===== src/rtl/lph_pkg.sv =====
// lph_pkg: shared types, codes and constants of the linear probing hash table
// used by lph_dp, lph_ctrl, linear_probe_hash_table_core and the testbench; no dependencies
package lph_pkg;

	// default geometry
	localparam int SLOTS_DEF     = 16;
	localparam int KEY_BYTES_DEF = 8;

	// fixed field widths
	localparam int OPCODE_W = 2;
	localparam int KEY_IN_W = 64;
	localparam int VALUE_W  = 32;
	localparam int STATUS_W = 2;

	// stream payload widths, padded to whole bytes
	localparam int IN_TDATA_W  = 104;
	localparam int OUT_TDATA_W = 40;

	typedef enum logic [OPCODE_W-1:0] {
		OP_FIND   = 2'd0,
		OP_ADD    = 2'd1,
		OP_GET    = 2'd2,
		OP_REMOVE = 2'd3
	} opcode_t;

	typedef enum logic [STATUS_W-1:0] {
		ST_OK        = 2'd0,
		ST_NOT_FOUND = 2'd1,
		ST_FULL      = 2'd2
	} status_t;

	typedef enum logic [3:0] {
		S_CLEAR,
		S_IDLE,
		S_HASH,
		S_HWAIT,
		S_LRD,
		S_LCK,
		S_RMRD,
		S_RMCK,
		S_RIRD,
		S_RILD,
		S_RIHASH,
		S_RIHWAIT,
		S_RIPRD,
		S_RIPCK,
		S_DONE
	} state_t;

	// controller to datapath
	typedef struct packed {
		logic    clr_step;
		logic    load_in;
		logic    hash_start;
		logic    ptr_home;
		logic    mem_rd;
		logic    probe_next;
		logic    cnt_one;
		logic    wr_cur;
		logic    wr_zero;
		logic    held_push;
		logic    held_rd;
		logic    cur_from_held;
		logic    ri_next;
		logic    res_load;
		logic    res_found;
		logic    res_take_val;
		status_t res_status;
		logic    out_load;
	} cmd_t;

	// datapath to controller
	typedef struct packed {
		opcode_t op;
		logic    key_zero;
		logic    rd_empty;
		logic    rd_match;
		logic    last_probe;
		logic    clr_last;
		logic    hcnt_zero;
		logic    ri_last;
		logic    mod_busy;
		logic    out_free;
	} sts_t;

endpackage


===== src/rtl/linear_probe_hash_table_core.sv =====
// linear_probe_hash_table_core: open-addressing key/value table with linear probing
// reset starts a clearing pass over every slot of the store; no item is taken meanwhile
// one item at a time: the home slot is computed from the key, then each slot on the probe
// path is read and then checked; a zero key gives its result without probing; the next
// item is taken once the result is in the output register; remove also lifts the rest of
// the cluster and reinserts each entry from its home slot; depends on lph_pkg, lph_ctrl, lph_dp and lph_mod
module linear_probe_hash_table_core #(
	parameter int SLOTS     = lph_pkg::SLOTS_DEF,
	parameter int KEY_BYTES = lph_pkg::KEY_BYTES_DEF
) (
	input  logic                               clk,
	input  logic                               arst_n,
	input  logic                               s_axis_tvalid,
	output logic                               s_axis_tready,
	// opcode[1:0], key[65:2], write_value[97:66], zero pad above
	input  logic [lph_pkg::IN_TDATA_W-1:0]     s_axis_tdata,
	output logic                               m_axis_tvalid,
	input  logic                               m_axis_tready,
	// found[0], read_value[32:1], status[34:33], zero pad above
	output logic [lph_pkg::OUT_TDATA_W-1:0]    m_axis_tdata
);

	import lph_pkg::*;

	cmd_t               cmd;
	sts_t               sts;
	logic               out_found;
	logic [VALUE_W-1:0] out_read_value;
	status_t            out_status;

	// controller
	lph_ctrl u_ctrl (
		.clk      (clk),
		.arst_n   (arst_n),
		.in_valid (s_axis_tvalid),
		.in_ready (s_axis_tready),
		.sts      (sts),
		.cmd      (cmd)
	);

	// datapath
	lph_dp #(
		.SLOTS     (SLOTS),
		.KEY_BYTES (KEY_BYTES)
	) u_dp (
		.clk            (clk),
		.arst_n         (arst_n),
		.in_opcode      (opcode_t'(s_axis_tdata[1:0])),
		.in_key         (s_axis_tdata[65:2]),
		.in_value       (s_axis_tdata[97:66]),
		.cmd            (cmd),
		.sts            (sts),
		.out_valid      (m_axis_tvalid),
		.out_ready      (m_axis_tready),
		.out_found      (out_found),
		.out_read_value (out_read_value),
		.out_status     (out_status)
	);

	// result packing
	assign m_axis_tdata = {5'b0, out_status, out_read_value, out_found};

`ifndef SYNTHESIS
	// one item at a time: no accept right after an accept
	a_one_item: assert property (@(posedge clk) disable iff (!arst_n)
		s_axis_tvalid && s_axis_tready |=> !s_axis_tready)
		else $error("item accepted while previous item in progress");

	// remainder unit runs after a start
	a_mod_start: assert property (@(posedge clk) disable iff (!arst_n)
		cmd.hash_start |=> sts.mod_busy)
		else $error("home slot unit did not start");

	// a waiting result is never overwritten
	a_out_free: assert property (@(posedge clk) disable iff (!arst_n)
		cmd.out_load |-> (!m_axis_tvalid || m_axis_tready))
		else $error("result overwritten before taken");

	// store writes come from one source at a time
	a_one_writer: assert property (@(posedge clk) disable iff (!arst_n)
		$onehot0({cmd.clr_step, cmd.wr_cur, cmd.wr_zero}))
		else $error("conflicting store writes");
`endif

endmodule


===== src/rtl/lph_mod.sv =====
// lph_mod: remainder by a constant divisor through a scaled reciprocal multiply
// computes the home slot from the key byte sum; no package dependencies
module lph_mod #(
	parameter int SUM_W   = 11,
	parameter int DIVISOR = 16,
	parameter int REM_W   = 4
) (
	input  logic             clk,
	input  logic             arst_n,
	input  logic             start,
	input  logic [SUM_W-1:0] dividend,
	output logic             busy,
	output logic [REM_W-1:0] rem
);

	// reciprocal scaled by 2**SHIFT, exact for every dividend below 2**SUM_W
	localparam int     DIV_LW = (DIVISOR > 1) ? $clog2(DIVISOR) : 1;
	localparam int     SHIFT  = SUM_W + DIV_LW;
	localparam int     MUL_W  = SUM_W + 2;
	localparam int     PROD_W = SUM_W + MUL_W;
	localparam int     QD_W   = SUM_W + DIV_LW + 1;
	localparam longint MUL_V  =
		((longint'(1) << SHIFT) + longint'(DIVISOR) - 1) / longint'(DIVISOR);
	localparam logic [MUL_W-1:0] MUL_C = MUL_W'(MUL_V);
	localparam logic [QD_W-1:0]  DIV_C = QD_W'(DIVISOR);

	logic              busy_q;
	logic              phase_q;
	logic [SUM_W-1:0]  div_q;
	logic [SUM_W-1:0]  quo_q;
	logic [REM_W-1:0]  rem_q;
	logic [PROD_W-1:0] prod;
	logic [QD_W-1:0]   quo_x_div;
	logic [SUM_W-1:0]  diff;

	// quotient estimate: dividend times scaled reciprocal
	assign prod = PROD_W'(div_q) * PROD_W'(MUL_C);

	// remainder: dividend minus quotient times divisor
	assign quo_x_div = QD_W'(quo_q) * DIV_C;
	assign diff      = div_q - quo_x_div[SUM_W-1:0];

	// step control: quotient cycle, then remainder cycle
	always_ff @(posedge clk or negedge arst_n) begin
		if (!arst_n) begin
			busy_q  <= 1'b0;
			phase_q <= 1'b0;
		end else if (start) begin
			busy_q  <= 1'b1;
			phase_q <= 1'b0;
		end else if (busy_q) begin
			if (phase_q) begin
				busy_q  <= 1'b0;
				phase_q <= 1'b0;
			end else begin
				phase_q <= 1'b1;
			end
		end
	end

	// dividend, quotient and remainder registers
	always_ff @(posedge clk) begin
		if (start) begin
			div_q <= dividend;
		end else if (busy_q && !phase_q) begin
			quo_q <= SUM_W'(prod >> SHIFT);
		end else if (busy_q && phase_q) begin
			rem_q <= REM_W'(diff);
		end
	end

	assign busy = busy_q;
	assign rem  = rem_q;

endmodule


===== src/rtl/lph_dp.sv =====
// lph_dp: datapath with slot store, cluster hold buffer, probe pointers and result register
// depends on lph_pkg and lph_mod
module lph_dp #(
	parameter int SLOTS     = lph_pkg::SLOTS_DEF,
	parameter int KEY_BYTES = lph_pkg::KEY_BYTES_DEF
) (
	input  logic                            clk,
	input  logic                            arst_n,
	input  lph_pkg::opcode_t                in_opcode,
	input  logic [lph_pkg::KEY_IN_W-1:0]    in_key,
	input  logic [lph_pkg::VALUE_W-1:0]     in_value,
	input  lph_pkg::cmd_t                   cmd,
	output lph_pkg::sts_t                   sts,
	output logic                            out_valid,
	input  logic                            out_ready,
	output logic                            out_found,
	output logic [lph_pkg::VALUE_W-1:0]     out_read_value,
	output lph_pkg::status_t                out_status
);

	import lph_pkg::*;

	localparam int IDX_W = (SLOTS > 1) ? $clog2(SLOTS) : 1;
	localparam int KEY_W = 8 * KEY_BYTES;
	localparam int ENT_W = KEY_W + VALUE_W;
	localparam int SUM_W = $clog2(KEY_BYTES * 255 + 1);

	// slot store and cluster hold buffer
	logic [ENT_W-1:0] mem  [SLOTS];
	logic [ENT_W-1:0] held [SLOTS];

	opcode_t          op_q;
	logic [KEY_W-1:0] key_q;
	logic [VALUE_W-1:0] val_q;
	logic [IDX_W-1:0] ptr_q;
	logic [IDX_W-1:0] cnt_q;
	logic [IDX_W-1:0] clr_q;
	logic [IDX_W-1:0] hcnt_q;
	logic [IDX_W-1:0] ri_q;
	logic [ENT_W-1:0] rd_q;
	logic [ENT_W-1:0] hrd_q;

	logic               res_found_q;
	logic [VALUE_W-1:0] res_rv_q;
	status_t            res_status_q;
	logic               out_valid_q;
	logic               out_found_q;
	logic [VALUE_W-1:0] out_rv_q;
	status_t            out_status_q;

	logic [SUM_W-1:0]   byte_sum;
	logic [IDX_W-1:0]   home;
	logic               mod_busy;
	logic [IDX_W-1:0]   ptr_nxt;
	logic               wr_en;
	logic [IDX_W-1:0]   wr_addr;
	logic [ENT_W-1:0]   wr_data;
	logic [KEY_W-1:0]   rd_key;
	logic [VALUE_W-1:0] rd_val;

	// byte sum of the current key
	always_comb begin
		byte_sum = '0;
		for (int i = 0; i < KEY_BYTES; i++) begin
			byte_sum = byte_sum + SUM_W'(key_q[8*i +: 8]);
		end
	end

	// home slot = byte sum modulo slot count
	lph_mod #(
		.SUM_W   (SUM_W),
		.DIVISOR (SLOTS),
		.REM_W   (IDX_W)
	) u_mod (
		.clk      (clk),
		.arst_n   (arst_n),
		.start    (cmd.hash_start),
		.dividend (byte_sum),
		.busy     (mod_busy),
		.rem      (home)
	);

	// wrapping probe step
	assign ptr_nxt = (ptr_q == IDX_W'(SLOTS - 1)) ? '0 : ptr_q + 1'b1;

	// store write port select
	always_comb begin
		wr_en   = cmd.clr_step | cmd.wr_cur | cmd.wr_zero;
		wr_addr = cmd.clr_step ? clr_q : ptr_q;
		wr_data = cmd.wr_cur ? {val_q, key_q} : '0;
	end

	// slot store, registered read
	always_ff @(posedge clk) begin
		if (wr_en) begin
			mem[wr_addr] <= wr_data;
		end
		if (cmd.mem_rd) begin
			rd_q <= mem[ptr_q];
		end
	end

	// cluster hold buffer, registered read
	always_ff @(posedge clk) begin
		if (cmd.held_push) begin
			held[hcnt_q] <= rd_q;
		end
		if (cmd.held_rd) begin
			hrd_q <= held[ri_q];
		end
	end

	assign rd_key = rd_q[KEY_W-1:0];
	assign rd_val = rd_q[ENT_W-1:KEY_W];

	// current item
	always_ff @(posedge clk) begin
		if (cmd.load_in) begin
			op_q  <= in_opcode;
			key_q <= in_key[KEY_W-1:0];
			val_q <= in_value;
		end else if (cmd.cur_from_held) begin
			key_q <= hrd_q[KEY_W-1:0];
			val_q <= hrd_q[ENT_W-1:KEY_W];
		end
	end

	// probe pointer and counters
	always_ff @(posedge clk or negedge arst_n) begin
		if (!arst_n) begin
			ptr_q  <= '0;
			cnt_q  <= '0;
			clr_q  <= '0;
			hcnt_q <= '0;
			ri_q   <= '0;
		end else begin
			if (cmd.clr_step) begin
				clr_q <= clr_q + 1'b1;
			end
			if (cmd.ptr_home) begin
				ptr_q <= home;
				cnt_q <= '0;
			end else if (cmd.probe_next) begin
				ptr_q <= ptr_nxt;
				cnt_q <= cmd.cnt_one ? IDX_W'(1) : cnt_q + 1'b1;
			end
			if (cmd.load_in) begin
				hcnt_q <= '0;
				ri_q   <= '0;
			end else begin
				if (cmd.held_push) begin
					hcnt_q <= hcnt_q + 1'b1;
				end
				if (cmd.ri_next) begin
					ri_q <= ri_q + 1'b1;
				end
			end
		end
	end

	// result of the current item
	always_ff @(posedge clk) begin
		if (cmd.res_load) begin
			res_found_q  <= cmd.res_found;
			res_status_q <= cmd.res_status;
			if (cmd.res_take_val) begin
				res_rv_q <= rd_val;
			end else begin
				res_rv_q <= (op_q == OP_GET) ? '1 : '0;
			end
		end
	end

	// output register
	always_ff @(posedge clk or negedge arst_n) begin
		if (!arst_n) begin
			out_valid_q <= 1'b0;
		end else if (cmd.out_load) begin
			out_valid_q <= 1'b1;
		end else if (out_ready) begin
			out_valid_q <= 1'b0;
		end
	end

	always_ff @(posedge clk) begin
		if (cmd.out_load) begin
			out_found_q  <= res_found_q;
			out_rv_q     <= res_rv_q;
			out_status_q <= res_status_q;
		end
	end

	// status to controller
	always_comb begin
		sts.op         = op_q;
		sts.key_zero   = (key_q == '0);
		sts.rd_empty   = (rd_key == '0);
		sts.rd_match   = (rd_key == key_q);
		sts.last_probe = (cnt_q == IDX_W'(SLOTS - 1));
		sts.clr_last   = (clr_q == IDX_W'(SLOTS - 1));
		sts.hcnt_zero  = (hcnt_q == '0);
		sts.ri_last    = (ri_q == hcnt_q - 1'b1);
		sts.mod_busy   = mod_busy;
		sts.out_free   = !out_valid_q || out_ready;
	end

	assign out_valid      = out_valid_q;
	assign out_found      = out_found_q;
	assign out_read_value = out_rv_q;
	assign out_status     = out_status_q;

endmodule


===== src/rtl/lph_ctrl.sv =====
// lph_ctrl: controller state machine sequencing clear, lookup, remove and reinsertion
// depends on lph_pkg
module lph_ctrl (
	input  logic          clk,
	input  logic          arst_n,
	input  logic          in_valid,
	output logic          in_ready,
	input  lph_pkg::sts_t sts,
	output lph_pkg::cmd_t cmd
);

	import lph_pkg::*;

	state_t state_q;
	state_t state_nxt;

	// state register
	always_ff @(posedge clk or negedge arst_n) begin
		if (!arst_n) begin
			state_q <= S_CLEAR;
		end else begin
			state_q <= state_nxt;
		end
	end

	// next state
	always_comb begin
		state_nxt = state_q;
		case (state_q)
			S_CLEAR: begin
				if (sts.clr_last) state_nxt = S_IDLE;
			end
			S_IDLE: begin
				if (in_valid) state_nxt = S_HASH;
			end
			S_HASH: begin
				state_nxt = sts.key_zero ? S_DONE : S_HWAIT;
			end
			S_HWAIT: begin
				if (!sts.mod_busy) state_nxt = S_LRD;
			end
			S_LRD: state_nxt = S_LCK;
			S_LCK: begin
				if (sts.rd_empty) begin
					state_nxt = S_DONE;
				end else if (sts.rd_match) begin
					state_nxt = (sts.op == OP_REMOVE) ? S_RMRD : S_DONE;
				end else if (sts.last_probe) begin
					state_nxt = S_DONE;
				end else begin
					state_nxt = S_LRD;
				end
			end
			S_RMRD: state_nxt = S_RMCK;
			S_RMCK: begin
				if (sts.rd_empty) begin
					state_nxt = sts.hcnt_zero ? S_DONE : S_RIRD;
				end else if (sts.last_probe) begin
					state_nxt = S_RIRD;
				end else begin
					state_nxt = S_RMRD;
				end
			end
			S_RIRD:   state_nxt = S_RILD;
			S_RILD:   state_nxt = S_RIHASH;
			S_RIHASH: state_nxt = S_RIHWAIT;
			S_RIHWAIT: begin
				if (!sts.mod_busy) state_nxt = S_RIPRD;
			end
			S_RIPRD: state_nxt = S_RIPCK;
			S_RIPCK: begin
				if (sts.rd_empty || sts.last_probe) begin
					state_nxt = sts.ri_last ? S_DONE : S_RIRD;
				end else begin
					state_nxt = S_RIPRD;
				end
			end
			S_DONE: begin
				if (sts.out_free) state_nxt = S_IDLE;
			end
			default: state_nxt = S_CLEAR;
		endcase
	end

	// commands
	always_comb begin
		cmd            = '0;
		cmd.res_status = ST_NOT_FOUND;
		in_ready       = 1'b0;
		case (state_q)
			S_CLEAR: cmd.clr_step = 1'b1;
			S_IDLE: begin
				in_ready    = 1'b1;
				cmd.load_in = in_valid;
			end
			S_HASH: begin
				if (sts.key_zero) begin
					cmd.res_load   = 1'b1;
					cmd.res_status = ST_NOT_FOUND;
				end else begin
					cmd.hash_start = 1'b1;
				end
			end
			S_HWAIT: cmd.ptr_home = !sts.mod_busy;
			S_LRD:   cmd.mem_rd = 1'b1;
			S_LCK: begin
				if (sts.rd_empty) begin
					// miss at an empty slot: add claims it
					cmd.res_load = 1'b1;
					if (sts.op == OP_ADD) begin
						cmd.wr_cur     = 1'b1;
						cmd.res_status = ST_OK;
					end else begin
						cmd.res_status = ST_NOT_FOUND;
					end
				end else if (sts.rd_match) begin
					cmd.res_load   = 1'b1;
					cmd.res_found  = 1'b1;
					cmd.res_status = ST_OK;
					case (sts.op)
						OP_ADD:    cmd.wr_cur = 1'b1;
						OP_GET:    cmd.res_take_val = 1'b1;
						OP_REMOVE: begin
							cmd.wr_zero    = 1'b1;
							cmd.probe_next = 1'b1;
							cmd.cnt_one    = 1'b1;
						end
						default: ;
					endcase
				end else if (sts.last_probe) begin
					// one full round without match or empty slot
					cmd.res_load   = 1'b1;
					cmd.res_status = (sts.op == OP_ADD) ? ST_FULL : ST_NOT_FOUND;
				end else begin
					cmd.probe_next = 1'b1;
				end
			end
			S_RMRD: cmd.mem_rd = 1'b1;
			S_RMCK: begin
				// pull the rest of the cluster into the hold buffer
				if (!sts.rd_empty) begin
					cmd.held_push  = 1'b1;
					cmd.wr_zero    = 1'b1;
					cmd.probe_next = !sts.last_probe;
				end
			end
			S_RIRD:   cmd.held_rd = 1'b1;
			S_RILD:   cmd.cur_from_held = 1'b1;
			S_RIHASH: cmd.hash_start = 1'b1;
			S_RIHWAIT: cmd.ptr_home = !sts.mod_busy;
			S_RIPRD:  cmd.mem_rd = 1'b1;
			S_RIPCK: begin
				if (sts.rd_empty || sts.last_probe) begin
					cmd.wr_cur  = sts.rd_empty;
					cmd.ri_next = !sts.ri_last;
				end else begin
					cmd.probe_next = 1'b1;
				end
			end
			S_DONE: cmd.out_load = sts.out_free;
			default: ;
		endcase
	end

endmodule


===== config.mk =====
export PLATFORM = sky130hd
export DESIGN_NAME = linear_probe_hash_table_core
export DESIGN_NICKNAME = d
export VERILOG_FILES = /design/src/rtl/lph_pkg.sv /design/src/rtl/linear_probe_hash_table_core.sv /design/src/rtl/lph_mod.sv /design/src/rtl/lph_dp.sv /design/src/rtl/lph_ctrl.sv
export SDC_FILE = /design/constraint.sdc
export NUM_CORES = 2
export LEC_CHECK = 0
export ABC_CLOCK_PERIOD_IN_PS = 15100
export BUFFER_PORTS_ARGS = -buffer_cell sky130_fd_sc_hd__buf_2
export CELL_PAD_IN_SITES_DETAIL_PLACEMENT = 0
export CELL_PAD_IN_SITES_GLOBAL_PLACEMENT = 1
export CORE_MARGIN = 2
export CORE_UTILIZATION = 55
export DETAILED_ROUTE_END_ITERATION = 16
export PLACE_DENSITY = 0.86
export SYNTH_ARGS = -nofsm -noshare
export SYNTH_HDL_FRONTEND = slang
export SYNTH_SLANG_ARGS = --single-unit

===== constraint.sdc =====
create_clock -name clk -period 15.1 [get_ports clk]
set_clock_uncertainty 0.2 [all_clocks]
set_input_delay 1.51 -clock clk [delete_from_list [all_inputs] [get_ports clk]]
set_output_delay 1.51 -clock clk [all_outputs]
set_load 0.1 [all_outputs]

# Word level (Yosys, flattened, before mapping)
# Memory sizes are Yosys's and may differ from the RTL's. A register that Yosys moved wholly into a read port is not among the register bits.
# Index checks and enable logic that the tools add are counted.
dict set report totals {
  word_cells 181
  output_inout_bits 42
  ram_bits 3072
  input_bits 108
  regBits 203
  mem_count 2
}
dict set report classes {
  n_reduce_logical 24
  n_mux 89
  addsub 14
  n_eq_ne 27
  n_bitwise 5
}
# memory depth word_bits rd rd_clocked_by_memory_dff wr line
set memory_table {}
lappend memory_table {u_dp.held 16 96 1 1 1 lph_dp.sv:30} ;# logic [ENT_W-1:0] held [SLOTS];
lappend memory_table {u_dp.mem 16 96 1 1 1 lph_dp.sv:29} ;# logic [ENT_W-1:0] mem [SLOTS];
# operator n
set ops {}
lappend ops {{$logic_not A64 Y1} 2}
lappend ops {{$mux W32} 4}
lappend ops {{$mux W64} 2}
lappend ops {{$mux W4} 24}
lappend ops {{$mux W96} 1}
lappend ops {{$eq A64 B64 Y1} 1}
lappend ops {{$pmux W4 S15} 1}
lappend ops {{$mux W1} 41}
lappend ops {{$eq A4 B4 Y1 const B} 10}
lappend ops {{$add A4 B4 Y4} 7}
lappend ops {{$add A4 B1 Y4 const B} 5}
lappend ops {{$eq A4 B3 Y1 const B} 4}
lappend ops {{$mux W2} 8}
lappend ops {{$reduce_bool A2 Y1} 6}
lappend ops {{$mux W3} 3}
lappend ops {{$eq A4 B2 Y1 const B} 2}
lappend ops {{$logic_not A4 Y1} 2}
lappend ops {{$ne A2 B2 Y1 const B} 4}
lappend ops {{$pmux W1 S2} 4}
lappend ops {{$sub A4 B1 Y4 const B} 2}
lappend ops {{$logic_not A1 Y1} 5}
lappend ops {{$reduce_and A5 Y1} 1}
lappend ops {{$eq A2 B2 Y1 const B} 2}
lappend ops {{$eq A4 B1 Y1 const B} 1}
lappend ops {{11 further kinds} 17}

# Depth between registers and ports, before layout
dict set report logic_depth {
  ltp_word 9
  mapped_depth 13
  ltp_nobuf 13
}

# By module
# Synthesis repeated with hierarchy kept, for this count alone.
dict set report unflattened {
  cells_unflattened 6192
  area_unflattened_um2 133912.2
}
# module area_each_um2 cells_each instances
set by_module_without_submodules {}
lappend by_module_without_submodules {lph_dp 132872.4 6073 1}
lappend by_module_without_submodules {lph_ctrl 669.4 96 1}
lappend by_module_without_submodules {lph_mod 321.6 16 1}
lappend by_module_without_submodules {linear_probe_hash_table_core 48.8 7 1}

# Worst setup path before layout
# Ideal clock, no wire load.
dict set report synth_timing {
  path_type {register to register}
  from {register u_ctrl.state_q[1]}
  to {register u_dp.hrd_q[0] (read register of u_dp.held) (enable)}
  path_buffers 2
  slack_ns 4.210
  stages_incl_launch_ff 4
  arrival_time_ns 9.903
  path_cell_list {dfrtp_1 -> clkbuf_1 -> clkbuf_1 -> nor4_1}
}
dict set report synth_via {
  elab_chain_len 2
}
# item line
set synth_rtl {}
lappend synth_rtl {{start: declaration} lph_ctrl.sv:14} ;# state_t state_q;
lappend synth_rtl {{start signal: assignment} lph_ctrl.sv:22} ;# state_q <= state_nxt;
lappend synth_rtl {{$eq A4 B4 Y1} lph_ctrl.sv:90} ;# case (state_q)
lappend synth_rtl {{$mux W1} lph_ctrl.sv:90}
lappend synth_rtl {{end: declaration} lph_dp.sv:41} ;# logic [ENT_W-1:0] hrd_q;
# Every way passes these cells.
# A chain may end at the register's enable or synchronous reset.

# Final worst setup path
dict set report layout_timing {
  from {register u_dp.rd_q[17] (read register of u_dp.mem)}
  to {memory u_dp.mem[9][52] in the netlist's numbering (enable)}
}
dict set report layout_via {
  elab_chain_len 8
  word_cells_on_any_way 14
}
# item line
set layout_rtl {}
lappend layout_rtl {{start: declaration} lph_dp.sv:40} ;# logic [ENT_W-1:0] rd_q;
lappend layout_rtl {{$eq A64 B64 Y1 or $logic_not A64 Y1 (tied branches)} {lph_dp.sv:198, lph_dp.sv:197}}
lappend layout_rtl {{$mux W3 or $logic_or A1 B1 Y1 (tied branches)} {lph_ctrl.sv:116, lph_ctrl.sv:153}}
lappend layout_rtl {{$mux W1 (on tied branches)} {lph_ctrl.sv:107, lph_ctrl.sv:153}}
lappend layout_rtl {{$pmux W1 S2} lph_ctrl.sv:90}
lappend layout_rtl {{$or A1 B1 Y1} lph_dp.sv:88} ;# wr_en = cmd.clr_step | cmd.wr_cur | cmd.wr_zero;
lappend layout_rtl {{$or A1 B1 Y1 (*)} lph_dp.sv:88}
lappend layout_rtl {{$mux W1 (*)} lph_dp.sv:95} ;# if (wr_en) begin
lappend layout_rtl {{$mux W1 (not written as such) (*)} lph_dp.sv:96} ;# mem[wr_addr] <= wr_data;
lappend layout_rtl {{end: declaration} lph_dp.sv:29}
# Every way passes the cells marked *; elsewhere a longest branch is shown, timed or not.

==> impl_metrics.toml <==
[finish]
area_growth_syn_to_fin_pct = 10.9
layout.cells.non_filler = 10500
drive_above_1_share_pct = 19.8
layout.core_utilization_pct = 61.5
stdcell_area_mm2 = 0.148
final_net_count = 7163

[placement]
dp.final_hpwl_um = 176000
dp_cells = 9880
place.gp.congestion = 0.910
io_buffer_count = 138
placed_cell_area_mm2 = 0.138

[sta]
min_period_over_period_pct = 43.2
grt_setup_unrepaired = "no"
timing.max_slew.rel_slack_pct = 20.6
slew_at_the_pin_closest_to_its_max_slew_limit_ns = 1.19
period_minus_slack_ns = 6.53
finalHoldViolations = 0
hold_slack_ns = 0.217
timing_max_transition_violations_final = 0
clock.fmax_ghz = 0.153
number_of_failing_setup_endpoints_in_the_final_timing_report = 0
fin_setup_tns_ns = 0

[clocking]
cts.repair.resized = 0
clk-insertion-delay-late_ns = 0.97
cts_root_buffer = "sky130_fd_sc_hd__clkbuf_16"
cts.sink_count = 3467
cts_made_buffers = 332
holdBufCountCts = 0
htree_levels = 5
clock_tree.buffer_depth = 4
clock_pin_transition_on_the_worst_setup_and_hold_timing_paths_ns = 0.06
cts_tree = "yes"
postCtsSetupRepairBufs = 0

[worst_setup_path]
setup_crit_path_kind = "reg -> reg"
timing.critical_path.to_type = "flop"
r2r-end = "u_dp.mem[9][52]"
critical_path.cell_chain = "xnor2_1, nand4_1, nor4_1, nand4_1, o21ai_4, buf_4, a21oi_2, nor3_2, buf_4, buf_4"
critical-path-top-cell-by-count = "sky130_fd_sc_hd__buf_4"
worst_ep_arrival_time_ns = 6.89
required_ns = 15.47
largest_stage_delay_on_the_critical_path_ns = 0.89
worst-r2r-cell-count = 10
ff2ff_setup_slack_ns = 8.57
crit_fanout = 54
regToRegStartpoint = "u_dp.rd_q[17]"
worst_setup_path_start_kind = "flop"
critical_path.slowest_cell = "sky130_fd_sc_hd__buf_4"

[drt]
via_count_normalized_by_instance_count = 6.59
routed-via-count = 68900
wirelength_um = 330000
wl_per_cell_um = 31.6
drt_first_iter_violations = 9524
detail_route.first_pass.iterations = 5
drcViolationCount = 0
ant_nets = 0

[flow_run]
drv_cap = 0

[pwr]
leakage_power_figure_nw = 37.6
ir_worst_vdd_v = 0.000131
power_density_mw_per_mm2 = 123

[global_route]
grt_use_total_pct = 26.3
initial_antenna_violation_count = 35
first_global_vias = 67500
grt_pass1_wl_um = 471000
sum_of_overflow_across_all_layers_after_global_routing = 0
grt_start_max_net_pins = 148

[synthesis]
synth_top_cells_by_count = "sky130_fd_sc_hd__edfxtp_1, sky130_fd_sc_hd__mux2i_1, sky130_fd_sc_hd__o21ai_0"
synth.distinct_cells = 58
synth_top_area_cell = "sky130_fd_sc_hd__edfxtp_1"
number_of_flops_mapped_to_enable_cells_by_yosys = 3440
most_frequently_used_cell_type_in_the_post_synthesis_netlist = "sky130_fd_sc_hd__edfxtp_1"
synth_flop_cell = "sky130_fd_sc_hd__edfxtp_1"
postSynth.asyncResetShare_pct = 0.779
synthesis.area_mm2 = 0.134
synth.yosys.seq_area_share_pct = 77.8
netlist_top_cells_area = "sky130_fd_sc_hd__edfxtp_1, sky130_fd_sc_hd__mux4_2, sky130_fd_sc_hd__mux2i_1"
postSynthRegisterBits = 3467
yosysWarnings = 0
syn_area_per_cell_um2 = 19.6
yosys.area.top_type_share_pct = 77.3
syn-instance-count = 6803

[floorplanning]
placeableCoreArea_mm2 = 0.241
die_h_um = 497
rows = 180
chipWidth_um = 497
io_pins = 150
floorplan.initialDensity_pct = 55.4
die-area_mm2 = 0.247

[worst_hold_path]
holdPathStages = 0
worstHoldPathType = "reg -> reg"
timing.hold.worst_endpoint = "u_dp.out_read_value[7]"
hold_path_startpoint = "u_dp.res_rv_q[7]"

[status]
outcome = "complete, no violations"
## placed cells by master, fill, tap and decap left out, types with 16 or more instances in the layout
master / instances
sky130_fd_sc_hd__a21oi_1: 199
sky130_fd_sc_hd__a221oi_1: 193
sky130_fd_sc_hd__a22oi_1: 192
sky130_fd_sc_hd__and3_1: 99
sky130_fd_sc_hd__buf_2: 138
sky130_fd_sc_hd__buf_4: 126
sky130_fd_sc_hd__bufinv_16: 16
sky130_fd_sc_hd__clkbuf_1: 43
sky130_fd_sc_hd__clkbuf_16: 339
sky130_fd_sc_hd__clkinv_1: 92
sky130_fd_sc_hd__clkinv_2: 55
sky130_fd_sc_hd__dfrtp_1: 19
sky130_fd_sc_hd__edfxtp_1: 3440
sky130_fd_sc_hd__inv_1: 37
sky130_fd_sc_hd__mux2_2: 289
sky130_fd_sc_hd__mux2i_1: 580
sky130_fd_sc_hd__mux4_2: 384
sky130_fd_sc_hd__nand2_1: 218
sky130_fd_sc_hd__nand4_1: 26
sky130_fd_sc_hd__nor2_1: 21
sky130_fd_sc_hd__nor3_2: 17
sky130_fd_sc_hd__nor4_1: 38
sky130_fd_sc_hd__o21a_1: 32
sky130_fd_sc_hd__o21ai_0: 397
sky130_fd_sc_hd__xnor2_1: 89
## cell families after synthesis
kind of cell	after synthesis	synth area share, %
AOI/OAI and AO/OA	1044	4.94
xor gates and xnor gates	94	0.616
adders and majority gates	26	0.322
buffers and inverters	421	1.22
DFF	3467	77.8
muxes	1253	13.2
other	1	0.00281
and+or+nand+nor	497	1.87
## area by class of cell
type,count,area [um^2]
clock buffer,384,8670
antenna,10,25.0
timing repair buffer,272,1800
inverter,37,139
clock inverter,182,1290
fill,15900,93000
tap,3185,3990
multi-input combinational,2919,28300
sequential,3467,104000
## power by group
part | switching [W] | internal [W] | total, W | leakage, nW
registers | 0.00000000000000000000661 | 0.0104 | 0.0104 | 21.6
logic | 0.0000222 | 0.00000960 | 0.0000318 | 11.1
clock network | 0.00340 | 0.00436 | 0.00776 | 4.87
## how the worst max path moves through the flow
stage	startpoint	end	slack [ns]	cells past startpoint
detailed placement	u_dp.rd_q[17]	u_dp.mem[9][2]	8.72	10
floorplan	u_ctrl.state_q[1]	u_dp.hrd_q[0]	4.21	3
global placement	u_dp.rd_q[1]	u_dp.mem[9][8]	8.72	10
CTS	u_dp.rd_q[17]	u_dp.mem[9][3]	8.71	10
global route	u_dp.rd_q[17]	u_dp.mem[9][14]	8.49	10
finish	u_dp.rd_q[17]	u_dp.mem[9][52]	8.57	10
## registers in the layout (all words and copies together) (netlist names), 32 cells and up
signal and flops:
u_dp.hrd_q 96, u_dp.rd_q 96, u_dp.val_q 32, u_dp.res_rv_q 32, u_dp.mem 1536, u_dp.held 1536, u_dp.out_read_value 32, u_dp.key_q 64
## metrics by stage
step | worst slack (ns) | power [W]
2_1_floorplan | 4.21 | 0.0106
3_3_place_gp | 8.72 | 0.0106
3_5_place_dp | 8.72 | 0.0106
4_1_cts | 8.71 | 0.0183
5_1_grt | 8.49 | 0.0186
6_report | 8.57 | 0.0182
## critical path: cells and delay by family (launching register included)
kind	cells	cell delay, ns
buf+inv	3	2.30
compound gates	2	0.74
xor+xnor	1	0.51
simple gates	4	1.61
flops	1	0.72
## metal layers
| metal | up-vias | GRT usage, % | routed length, um |
|---|---|---|---|
| li1 | 28300 | - | - |
| met1 | 35800 | 37.0 | 122000 |
| met2 | 4192 | 41.6 | 158000 |
| met3 | 619 | 4.88 | 37400 |
| met4 | 0 | 9.78 | 12800 |
| met5 | - | 0 | 0 |
Power figures use the tool's default switching activity.
